--- config.mk ---
export PLATFORM = sky130hd
export DESIGN_NAME = rmce_ctrl
export DESIGN_NICKNAME = d
export VERILOG_FILES = /design/src/rtl/rmce_pkg.sv /design/src/rtl/rmce_ctrl.sv
export SDC_FILE = /design/constraint.sdc
export NUM_CORES = 1
export LEC_CHECK = 0
export ABC_AREA = 0
export BUFFER_PORTS_ARGS = -buffer_cell sky130_fd_sc_hd__buf_2
export CORE_AREA = 2 2 39 41
export DETAILED_ROUTE_END_ITERATION = 16
export DIE_AREA = 0 0 41 43
export PLACE_DENSITY = 0.7
export SLEW_MARGIN = 10
export SYNTH_ARGS = -nofsm -noshare
export SYNTH_HDL_FRONTEND = slang
export SYNTH_SLANG_ARGS = --single-unit
--- constraint.sdc ---
create_clock -name clock -period 1.88 [get_ports clock]
set_clock_uncertainty 0.05 [all_clocks]
set_input_delay 0.188 -clock clock [delete_from_list [all_inputs] [get_ports clock]]
set_output_delay 0.188 -clock clock [all_outputs]
set_load 0.02 [all_outputs]
--- src/rtl/rmce_pkg.sv ---
// shared types and constants of the ray march cylinder exit unit
package rmce_pkg;
   localparam int COORD_WIDTH = 32;
   localparam int FRAC_BITS = 12;
   localparam int MAX_STEPS = 65536;
   localparam int DIR_WIDTH = 16;
   localparam int UNIT_WIDTH = FRAC_BITS + 2;
   localparam int STEP_WIDTH = 17;
   localparam int RAD_WIDTH = 31;

   localparam logic [2:0] REG_START_X = 3'd0;
   localparam logic [2:0] REG_START_Y = 3'd1;
   localparam logic [2:0] REG_START_Z = 3'd2;
   localparam logic [2:0] REG_RADIUS = 3'd3;
   localparam logic [2:0] REG_HALF_HEIGHT = 3'd4;

   // controller to datapath
   typedef struct packed {
      logic load;      // capture direction and start point, begin norm sqrt
      logic sqrt_step; // one bit of the shared square root
      logic sqrt_lim;  // begin limit square root
      logic div_start; // begin one component divide
      logic div_step;  // one quotient bit
      logic div_store; // store unit component
      logic [1:0] comp;
      logic march;     // one unit step
   } rmce_cmd_type;

   // datapath to controller
   typedef struct packed {
      logic zero_dir;
      logic sqrt_done;
      logic div_done;
      logic at_limit;
      logic is_out;
   } rmce_status_type;
endpackage

--- src/rtl/rmce_ctrl.sv ---
// controller: sequences square roots, divides and the march
module rmce_ctrl
   import rmce_pkg::*;
(
   input  logic clock,
   input  logic reset,
   input  logic req_tvalid,
   output logic req_tready,
   output logic rsp_tvalid,
   input  logic rsp_tready,
   input  rmce_status_type status,
   output rmce_cmd_type cmd
);
   typedef enum logic [2:0] {IDLE, NSQRT, DIV, STORE, LSQRT, LFIN, MARCH, TEST}
      state_type;
   state_type state_ff;
   logic [1:0] comp_ff;
   logic rv_ff;

   assign req_tready = (state_ff == IDLE) && !rv_ff;
   assign rsp_tvalid = rv_ff;

   always_comb begin
      cmd = '0;
      cmd.comp = comp_ff;
      unique case (state_ff)
         IDLE: cmd.load = req_tvalid && req_tready;
         NSQRT: begin
            cmd.sqrt_step = !status.sqrt_done;
            cmd.div_start = status.sqrt_done;
         end
         DIV: cmd.div_step = !status.div_done;
         STORE: begin
            cmd.div_store = 1'b1;
         end
         LSQRT: cmd.sqrt_step = !status.sqrt_done;
         LFIN: cmd.sqrt_lim = 1'b1;
         MARCH: cmd.march = !status.at_limit;
         TEST: ;
         default: ;
      endcase
   end

   // one clocked block for state and the result flag
   always_ff @(posedge clock) begin
      if (reset) begin
         state_ff <= IDLE; comp_ff <= '0; rv_ff <= 1'b0;
      end else begin
         if (rv_ff && rsp_tready) rv_ff <= 1'b0;
         unique case (state_ff)
            IDLE: if (cmd.load && !status.zero_dir) begin
               state_ff <= NSQRT; comp_ff <= '0;
            end
            NSQRT: if (status.sqrt_done) state_ff <= DIV;
            DIV: if (status.div_done) state_ff <= STORE;
            STORE: if (comp_ff == 2'd2) state_ff <= LFIN;
               else begin
                  comp_ff <= comp_ff + 1'b1; state_ff <= NSQRT;
               end
            LFIN: state_ff <= LSQRT;
            LSQRT: if (status.sqrt_done) state_ff <= MARCH;
            TEST: if (status.is_out) begin
               rv_ff <= 1'b1; state_ff <= IDLE;
            end else state_ff <= MARCH;
            MARCH: if (status.at_limit) state_ff <= IDLE;
               else state_ff <= TEST;
            default: state_ff <= IDLE;
         endcase
      end
   end

   // result held until taken
   assert property (@(posedge clock) disable iff (reset)
      rsp_tvalid && !rsp_tready |=> rsp_tvalid);
   // no request taken while a result waits
   assert property (@(posedge clock) disable iff (reset) !(req_tready && rsp_tvalid));
   // a result only follows an outside test
   assert property (@(posedge clock) disable iff (reset)
      $rose(rsp_tvalid) |-> $past(state_ff) == TEST);
endmodule
==> out/results.ini <==
[logic_synthesis]
ys_ff_latch = 6
synth.most_common_cell = nor2_1
synth-edff-count = 0
synth_top_cell_by_area = dfxtp_1
ys.flop_type = dfxtp_1
synth_area_leaders = dfxtp_1, nor2_1, a21oi_1, nor3_1, o21ai_0
yosysWarnings = 0
syn_inst = 61
synthArstFlopShare = 0
ys_seq_area_frac = 0.2824
syn_area_per_cell_um2 = 6.974
synth_cell_types = 25
mappedNetlistArea_um2 = 425.4
yosysTopAreaCellShare = 0.2824
synth_commonest_cells = nor2_1, dfxtp_1
syn_nets = 71

[finish]
layout.nets = 91
antennaDiodeCount = 0
drive_gt1_frac = 0.3165
area_delta_synth_final_pct = 29.12
finalInstanceArea_um2 = 549.3

[floorplanning]
die_x_um = 41
io_pins = 20
die_area_um2 = 1763
die_h_um = 43
coreArea_um2 = 1384
rows = 14
initial_utilization = 0.3074

[setup_path]
path_class = flip-flop to primary output
critPathCaptureType = primary output
cp.arrival_ns = 1.50
critical_path.max_fanout = 14
start_kind = flip-flop
cp.required_ns = 1.64

[sta]
hold_violations = 0
rsz0062_at_grt = no
finalCritPeriodShare = 0.9226
worst_slew_pin_slew_ns = 0.4459
fmax_mhz = 576.6
drv_slew = 0
setup_viol = 0
fin_tns_setup_ns = 0
period_needed_ns = 1.734
relSlewSlack = 0.7023

[cts]
htree_levels = 1
post_cts_buffers = 0
cts_tree = yes
cts_root_buf = clkbuf_4
cts.sinks = 6
cts_resized = 0
hold_buffers = 0
cts_made_buffers = 3
ctsLongestPathBuffers = 2
clk_pin_slew_ns = 0.05
clkLatencyLatePin_ns = 0.25

[global_routing]
grt_pass1_wl_um = 1669
antenna_found_initial = 0
globalRouteOverflowTotal = 0
grtUsageTotal = 0.1396
grt_max_degree = 17
grt_pass1_vias = 415

[detailed_routing]
vias_per_cell = 5.063
drtIter0Drc = 8
post_drt_wl_per_cell_um = 11.13
wl_um = 1057
drtPass1Iterations = 2
ant_nets = 0
vias = 481
remaining_drc_errors = 0

[placement]
place_congestion = 0.7279
numPortBuffers = 19
dp_hpwl_um = 785.2
post_dp_cell_area_um2 = 525.5

[flow_run]
max-cap-violations = 0

[power_and_ir_drop]
p_per_area_nw_per_um2 = 1025
peakVddDrop_v = 0.0003274
finalPower_mw = 0.5632
p_leak_nw = 0.2430

[worst_hold_path]
hp-class = input pin to flip-flop

[run_status]
run_status = finished, final reports clean

==> critical path, cell delays in order, from the launching register on <==
cell	delay, ns
dfxtp_1	0.44
or3_1	0.42
nor2_1	0.11
and2_1	0.13
buf_2	0.15
==> where the power goes <==
group	total, mW	switching [mW]	internal, mW
clock	0.123	0.0502	0.0725
combinational	0.256	0.152	0.105
sequential	0.184	0.0385	0.145
total	0.563	0.241	0.323
==> state kept, by name, indices dropped and copies added (netlist names) <==
signal and cells:
comp_ff 2, rsp_tvalid 1, state_ff 3
==> metrics by stage <==
step	hold slack [ns]	cells	worst slack [ns]	utilization
CTS	0.1556	95	0.09189	0.3960
floorplan	0.3130	61	0.2909	-
global placement	0.4156	92	0.3931	0.3797
global route	0.1582	95	0.01623	0.3969
finish	0.1584	95	0.1456	0.3969
detailed placement	0.4160	92	0.3692	0.3797
==> cells in the final DEF (no fill, tap or decap), types with 3 or more instances in the layout <==
cell type / n
nand2_1: 5
nor2_1: 7
o21ai_0: 5
nor3_1: 5
clkbuf_4: 3
buf_2: 19
a21oi_1: 5
inv_1: 4
dfxtp_1: 5
==> layer usage <==
| layer | track usage | wire length [um] | part of all wire |
|---|---|---|---|
| met4 | 0.1000 | 8 | 0.0076 |
| met1 | 0.1704 | 518 | 0.49 |
| met5 | 0 | 0 | 0 |
| met3 | 0.03141 | 72 | 0.068 |
| met2 | 0.2031 | 457 | 0.43 |
==> logic make-up (layout without fill, tap and decap cells) <==
family	Yosys count	count (layout)	synth area share
AOI/OAI and AO/OA	15	15	0.2147
xor gates and xnor gates	1	1	0.02059
adders and majority gates	1	1	0.02941
buffers and inverters	9	27	0.08822
DFF	6	6	0.2824
and+or+nand+nor	29	29	0.3647
==> area by class of cell <==
class | count | area [um^2]
Timing Repair Buffer | 20 | 102.6
Fill cell | 154 | 834.6
Multi-Input combinational cell | 46 | 267.8
Tap cell | 16 | 20.02
Clock buffer | 3 | 22.52
Inverter | 4 | 15.01
Sequential cell | 6 | 121.4
==> path summary, 6_finish.rpt <==
kind,startpoint,endpoint,slack (ns),cells past startpoint
setup / recovery,state_ff[2],cmd[8],0.15,4
hold reg to reg,comp_ff[1],comp_ff[1],0.43,2
hold / removal,reset,state_ff[1],0.16,2
setup reg to reg,state_ff[2],state_ff[0],0.36,4
Power figures use the tool's default switching activity.
